===== src/rtl/wbps_pkg.sv =====
// ----------------------------------------------------------------------------
// wbps_pkg
// Shared types and constants of the wildcard byte pattern scanner.
// ----------------------------------------------------------------------------
package wbps_pkg;

  localparam int PAT_MAX = 32;
  localparam int IDX_W   = $clog2(PAT_MAX);
  localparam int LEN_W   = IDX_W + 1;
  localparam int ADDR_W  = 32;
  localparam int CNT_W   = 32;
  localparam int CFG_W   = 32;
  localparam int CFG_IDX_W = 2;

  typedef enum logic [1:0] {
    ACT_LOAD  = 2'd0,
    ACT_BEGIN = 2'd1,
    ACT_SCAN  = 2'd2,
    ACT_NONE  = 2'd3
  } action_t;

  localparam logic [CFG_IDX_W-1:0] REG_PATTERN_LENGTH = 2'd0;
  localparam logic [CFG_IDX_W-1:0] REG_MATCH_NUMBER   = 2'd1;
  localparam logic [CFG_IDX_W-1:0] REG_BASE_ADDRESS   = 2'd2;

  typedef struct packed {
    logic [1:0] action;
    logic [4:0] entry_index;
    logic [8:0] entry_value;
    logic [7:0] data_byte;
    logic       last_byte;
  } in_t;

  typedef struct packed {
    logic              found;
    logic [ADDR_W-1:0] match_address;
  } out_t;

  // Broadcast controls for the cell row.
  typedef struct packed {
    logic scan;
    logic clear;
    logic rotate;
  } cell_ctrl_t;

endpackage


===== src/rtl/wildcard_byte_pattern_scanner.sv =====
// ----------------------------------------------------------------------------
// wildcard_byte_pattern_scanner
// A result is pushed into the registered output buffer when its byte is taken.
// Throughput: one transaction per cycle while the output buffer has room; the
// cell row compares the whole window in the cycle a byte enters. After a
// pattern_length write the pattern ring rotates into place, one step a cycle,
// with in_ready low. Reset clears control state; the block is idle until begun.
// ----------------------------------------------------------------------------
module wildcard_byte_pattern_scanner (
  input  logic                               clk,
  input  logic                               rst,
  input  logic                               in_valid,
  output logic                               in_ready,
  input  wbps_pkg::in_t                      in_data,
  output logic                               out_valid,
  input  logic                               out_ready,
  output wbps_pkg::out_t                     out_data,
  input  logic                               cfg_we,
  input  logic [wbps_pkg::CFG_IDX_W-1:0]     cfg_index,
  input  logic [wbps_pkg::CFG_W-1:0]         cfg_data
);
  import wbps_pkg::*;

  logic [LEN_W-1:0]  pattern_length;
  logic [CNT_W-1:0]  match_number;
  logic [ADDR_W-1:0] base_address;

  logic [CNT_W-1:0]  bytes_seen, matches_seen;
  logic              search_done;
  logic [LEN_W-1:0]  fill;
  logic [IDX_W-1:0]  rot;

  logic [LEN_W-1:0]  len_eff, fill_next;
  logic [IDX_W-1:0]  rot_target, load_sel;
  logic              aligned, accept, scan_go, all_hit, match, found, push, buf_full;
  logic [CNT_W-1:0]  bytes_next, matches_next;
  logic [ADDR_W-1:0] match_addr;
  cell_ctrl_t        ctrl;
  out_t              push_data;

  logic [7:0]         win_q  [PAT_MAX];
  logic [8:0]         pat_q  [PAT_MAX];
  logic [PAT_MAX-1:0] hit, active, load;

  always_comb begin
    if (pattern_length == '0) begin
      len_eff = LEN_W'(1);
    end else if (pattern_length > LEN_W'(PAT_MAX)) begin
      len_eff = LEN_W'(PAT_MAX);
    end else begin
      len_eff = pattern_length;
    end
  end

  // Cell i holds pattern entry (rot - i) mod PAT_MAX; aligned when rot = len-1.
  assign rot_target = IDX_W'(len_eff - LEN_W'(1));
  assign aligned    = (rot == rot_target);
  assign in_ready   = aligned && !buf_full;
  assign accept     = in_valid && in_ready;
  assign load_sel   = rot - in_data.entry_index;

  assign scan_go = accept && (in_data.action == ACT_SCAN) && !search_done;

  assign ctrl.scan   = scan_go;
  assign ctrl.clear  = accept && (in_data.action == ACT_BEGIN);
  assign ctrl.rotate = !aligned;

  genvar i;
  generate
    for (i = 0; i < PAT_MAX; i++) begin : g_cell
      localparam int PREV = (i + PAT_MAX - 1) % PAT_MAX;
      logic [7:0] win_in;
      if (i == 0) begin : g_head
        assign win_in = in_data.data_byte;
      end else begin : g_body
        assign win_in = win_q[i-1];
      end
      assign active[i] = (LEN_W'(i) < len_eff);
      assign load[i]   = accept && (in_data.action == ACT_LOAD) &&
                         (load_sel == IDX_W'(i));
      wbps_cell u_cell (
        .clk        (clk),
        .rst        (rst),
        .ctrl       (ctrl),
        .active     (active[i]),
        .win_in     (win_in),
        .pat_in     (pat_q[PREV]),
        .load       (load[i]),
        .load_value (in_data.entry_value),
        .win_q      (win_q[i]),
        .pat_q      (pat_q[i]),
        .hit        (hit[i])
      );
    end
  endgenerate

  assign all_hit      = &hit;
  assign fill_next    = (fill == LEN_W'(PAT_MAX)) ? fill : fill + LEN_W'(1);
  assign bytes_next   = bytes_seen + CNT_W'(1);
  assign matches_next = matches_seen + CNT_W'(1);
  assign match        = scan_go && all_hit && (fill_next >= len_eff);
  assign found        = match && (matches_next == match_number);
  assign match_addr   = base_address + bytes_next - ADDR_W'(len_eff);
  assign push         = found || (scan_go && in_data.last_byte);

  assign push_data.found         = found;
  assign push_data.match_address = found ? match_addr : '0;

  always_ff @(posedge clk) begin
    if (rst) begin
      pattern_length <= LEN_W'(1);
      match_number   <= CNT_W'(1);
      base_address   <= '0;
    end else if (cfg_we) begin
      case (cfg_index)
        REG_PATTERN_LENGTH: pattern_length <= cfg_data[LEN_W-1:0];
        REG_MATCH_NUMBER:   match_number   <= cfg_data[CNT_W-1:0];
        REG_BASE_ADDRESS:   base_address   <= cfg_data[ADDR_W-1:0];
        default: ;
      endcase
    end
  end

  always_ff @(posedge clk) begin
    if (rst) begin
      bytes_seen   <= '0;
      matches_seen <= '0;
      search_done  <= 1'b1;
      fill         <= '0;
      rot          <= '0;
    end else begin
      // Advance the pattern ring one step toward alignment.
      if (!aligned) begin
        rot <= rot + IDX_W'(1);
      end
      if (ctrl.clear) begin
        bytes_seen   <= '0;
        matches_seen <= '0;
        fill         <= '0;
        search_done  <= 1'b0;
      end else if (scan_go) begin
        bytes_seen <= bytes_next;
        fill       <= fill_next;
        if (match) begin
          matches_seen <= matches_next;
        end
        if (push) begin
          search_done <= 1'b1;
        end
      end
    end
  end

  wbps_outbuf u_outbuf (
    .clk       (clk),
    .rst       (rst),
    .push      (push),
    .push_data (push_data),
    .full      (buf_full),
    .out_valid (out_valid),
    .out_ready (out_ready),
    .out_data  (out_data)
  );

endmodule


===== src/rtl/wbps_cell.sv =====
// ----------------------------------------------------------------------------
// wbps_cell
// One window position: holds a scanned byte and a pattern entry, passes both
// to the next cell and reports whether its byte satisfies its entry.
// ----------------------------------------------------------------------------
module wbps_cell (
  input  logic               clk,
  input  logic               rst,
  input  wbps_pkg::cell_ctrl_t ctrl,
  input  logic               active,
  input  logic [7:0]         win_in,
  input  logic [8:0]         pat_in,
  input  logic               load,
  input  logic [8:0]         load_value,
  output logic [7:0]         win_q,
  output logic [8:0]         pat_q,
  output logic               hit
);
  import wbps_pkg::*;

  logic [7:0] win;
  logic [8:0] pat;

  always_ff @(posedge clk) begin
    if (rst) begin
      win <= '0;
    end else if (ctrl.clear) begin
      win <= '0;
    end else if (ctrl.scan) begin
      win <= win_in;
    end
  end

  // Pattern ring: rotate one place or take a load, never both.
  always_ff @(posedge clk) begin
    if (load) begin
      pat <= load_value;
    end else if (ctrl.rotate) begin
      pat <= pat_in;
    end
  end

  // Compare against the byte that lands here on this scan.
  assign hit   = !active || pat[8] || (pat[7:0] == win_in);
  assign win_q = win;
  assign pat_q = pat;

endmodule


===== src/rtl/wbps_outbuf.sv =====
// ----------------------------------------------------------------------------
// wbps_outbuf
// Two-entry result buffer: output register plus skid entry.
// ----------------------------------------------------------------------------
module wbps_outbuf (
  input  logic           clk,
  input  logic           rst,
  input  logic           push,
  input  wbps_pkg::out_t push_data,
  output logic           full,
  output logic           out_valid,
  input  logic           out_ready,
  output wbps_pkg::out_t out_data
);
  import wbps_pkg::*;

  logic head_v, skid_v, head_v_next, skid_v_next, pop;
  out_t head, skid, head_next, skid_next;

  assign pop = head_v && out_ready;

  always_comb begin
    head_v_next = head_v && !pop;
    skid_v_next = skid_v;
    head_next   = head;
    skid_next   = skid;
    if (pop && skid_v) begin
      head_next   = skid;
      head_v_next = 1'b1;
      skid_v_next = 1'b0;
    end
    if (push) begin
      if (!head_v_next) begin
        head_next   = push_data;
        head_v_next = 1'b1;
      end else begin
        skid_next   = push_data;
        skid_v_next = 1'b1;
      end
    end
  end

  always_ff @(posedge clk) begin
    if (rst) begin
      head_v <= 1'b0;
      skid_v <= 1'b0;
    end else begin
      head_v <= head_v_next;
      skid_v <= skid_v_next;
    end
  end

  always_ff @(posedge clk) begin
    head <= head_next;
    skid <= skid_next;
  end

  assign full      = skid_v;
  assign out_valid = head_v;
  assign out_data  = head;

endmodule

===== config.mk =====
export PLATFORM = sky130hd
export DESIGN_NAME = wildcard_byte_pattern_scanner
export DESIGN_NICKNAME = d
export VERILOG_FILES = /design/src/rtl/wbps_pkg.sv /design/src/rtl/wildcard_byte_pattern_scanner.sv /design/src/rtl/wbps_cell.sv /design/src/rtl/wbps_outbuf.sv
export SDC_FILE = /design/constraint.sdc
export NUM_CORES = 2
export LEC_CHECK = 0
export ABC_AREA = 1
export BUFFER_PORTS_ARGS = -buffer_cell sky130_fd_sc_hd__buf_2
export CORE_UTILIZATION = 50
export DETAILED_ROUTE_END_ITERATION = 7
export PLACE_DENSITY = 0.77
export SYNTH_ARGS = -nofsm -noshare
export SYNTH_HDL_FRONTEND = slang
export SYNTH_SLANG_ARGS = --single-unit

===== constraint.sdc =====
create_clock -name clk -period 5 [get_ports clk]
set_input_delay 0.75 -clock clk [delete_from_list [all_inputs] [get_ports clk]]
set_output_delay 0.75 -clock clk [all_outputs]
set_load 0.005 [all_outputs]

==> run metrics <==
yosys warns=0; CP Class=flip-flop to primary output; cell taking the most area after synthesis=edfxtp_1; fraction of layout cells with a size suffix above 1=7.62%; maxcap violations=0; via count=32,600; period utilization=90.4%; main area contributors after synthesis=edfxtp_1, dfxtp_1, nand2_1; vias in the first global route=30,800; Post-synth EDFFs=321; CTS Buf Count=81; peak supply drop=0.357 mV; Sink Count=750; Synth Instances=4,936; core area=76,200 um2; Crit. End Element=primary output; Hold Vio Cnt, Final=0; PD cells=467 nW/um2; synthesized flop and latch total=750; CTS tree=done; Hold Slack=0.353 ns; Fin Clk Skew=0.0580 ns; drt pass-1 iters=8; Die Wd=280 um; Reg area=18,200 um2; P&R area growth vs syn=9.95%; global placer's final weighted congestion=0.954; Slew @ Worst Pin=1.09 ns; ys async rst share=0%; top cells by count, synth=nand2_1, dfxtp_1, a21oi_1, inv_1, nor2_1; area of the die=78,500 um2; first-pass GRT wire length=164,000 um; largest net degree at the start of global routing=171; Multi-input gate area=18,000 um2; HP Class=input port to flip-flop; Worst Path Max Fanout=36; sum of negative setup slack=0 ns; distinct cell type count after synthesis=54; clock power share=31.8%; fin nets=5,080; Final Max Slew Viols=0; sequential share of power=47.1%; leak pwr=17.4 nW; Slowest-stage cell, CP=dfxtp_1; WHS Path Cells=3; # DRC=0; # rows=101; Reg2Reg Depth=25; CTS H-tree depth=3; Routed WL per cell=17.1 um; Switching Share=31.0%; post-route core utilization=55.8%; Critical Path AT=3.77 ns; crit-path cells=nor2_1 -> buf_4 -> nand3_1 -> nand2_2 -> inv_2 -> ha_1 -> xor2_1 -> nor2_1 -> nor2_1 -> nand2_2 -> nor2_8 -> buf_4 -> inv_1 -> nor2_1 -> buf_2; Ports=99; most numerous cell in the Yosys netlist=nand2_1; final WL=103,000 um; synthesized cell area=38,700 um2; Post-CTS Hold Buffers=0; sequential area share after synthesis=47.1%; initial antenna violation count=0; Startpoint Class=flip-flop; Worst-path clk slew=0.06 ns; ant diodes=0; CP required=4.25 ns; slowest stage delay, CP=0.58 ns; clock buffer depth=3; buffers added on ports=98; global route total overflow=0; Yosys top cell area share=24.9%; syn_area_per_cell=7.83 um2; combinational share of power=21.1%; status=completed; final setup fails=0; Max-Slew Margin vs Limit=26.6%; Die Y=280 um; Most used DFF post-synth=dfxtp_1; overall routing resource usage=26.1%; worst skew pair latency=0.68 ns; Power Internal=13.7 mW; antenna viol nets, final=0; Syn Nets=5,082; Overall Power=19.9 mW; # fillers=6,870; CTS resizes=0; post-DP HPWL=70,400 um; Clock Tree Root=clkbuf_16; most frequent cell on the critical path=nor2_1; NetSw=6.15 mW; via-per-instance ratio=5.41; Final min period=4.52 ns; Post CTS Setup Buffer Count=0; fmax=0.221 GHz; Starting Density=50.8%; RSZ-0062 raised after global routing=no; DRT iter0 DRCs=2,900
-- registers in the layout, summed over array words and instances, names as in the netlist, 6 cells and up --
name and count:
u_outbuf.out_data 33, fill 6, g_cell.u_cell.pat_q 288, bytes_seen 32
matches_seen 32, pattern_length 6, g_cell.u_cell.win_q 248, match_number 32
u_outbuf.skid 33, base_address 32
-- stage by stage --
step                      worst slack, ns  cells  area [um2]
final                               0.479   6031       42500
after global routing              0.00450   6031       42500
after CTS                           0.495   6031       42500
after detailed placement            0.565   5881       39700
after global placement              0.613   5881       39700
after floorplan                     0.340   4936       38700
-- layout by cell type (no fill, tap or decap), drive strengths merged, types with 2 or more instances in the layout --
cell type  netlist  routed
fa               7       7
a31oi            4       4
nand3b          19      19
a211oi          14      14
o211ai           4       4
clkinvlp         0       4
nand4           37      37
clkinv           1      30
buf             92     128
o21ai          421     421
a21boi           4       4
xor2            40      40
nor3b            2       2
o31ai            2       2
bufinv           0      10
edfxtp         321     321
a21o             9       9
xnor3            2       2
xnor2          239     239
ha              75      75
nor2           342     342
dfxtp          429     429
o21bai          11      11
or2             25      25
mux2            33      33
nand2         1725    1725
nor3            21      21
nor4             4       4
a21oi          412     412
o21a             3       3
clkbuf         121     105
inv            385     387
and2             3       3
nand3          124     124
-- power groups by stage --
stage / Combinational, mW / Sequential (mW) / Clock, mW
finish: 4.20 / 9.35 / 6.31
floorplan: 3.24 / 9.06 / 0
detailed placement: 4.14 / 9.40 / 0
global placement: 4.02 / 9.40 / 0
CTS: 4.18 / 9.32 / 6.36
global route: 4.75 / 9.47 / 6.61
-- layout make-up --
cell class | count | share of cell area, %
Timing Repair Buffer | 128 | 1.80
Multi-Input combinational cell | 3587 | 42.2
Clock buffer | 105 | 5.19
Tap cell | 1030 | 3.03
Sequential cell | 750 | 42.9
Inverter | 386 | 3.43
Clock inverter | 45 | 1.44
-- worst max-delay path: cells and delay by family (launching register included) --
family | cells | cell delay, ns
buffers and inverters | 5 | 1.20
DFF | 1 | 0.58
and+or+nand+nor | 8 | 0.98
xor gates and xnor gates | 1 | 0.19
adders and majority gates | 1 | 0.17
-- routing by layer --
metal	wire length [um]	global-route usage (%)	vias to the layer above
met2	48200	43.5	1239
met4	3680	9.42	0
met1	43700	34.2	15200
met3	7700	4.06	200
li1	-	-	16000
met5	0	0	-
-- logic make-up after synthesis --
logic type                 after synthesis  synth area share, %
buffers and inverters                  599                 6.51
and+or+nand+nor                       2304                 24.3
adders and majority gates               82                 2.79
AOI/OAI and AO/OA                      886                 11.8
xor gates and xnor gates               282                 6.50
muxes                                   33                0.961
DFF                                    750                 47.1
-- final timing paths --
| path | from | to | slack [ns] |
|---|---|---|---|
| setup reg to reg | bytes_seen[0] | u_outbuf.out_data[31] | 0.52 |
| hold / removal | in_data[6] | g_cell[0].u_cell.win_q[5] | 0.35 |
| setup / recovery | pattern_length[5] | in_ready | 0.48 |
| hold reg to reg | base_address[21] | base_address[21] | 0.46 |
Note: power is estimated with default switching activity, not from simulation.
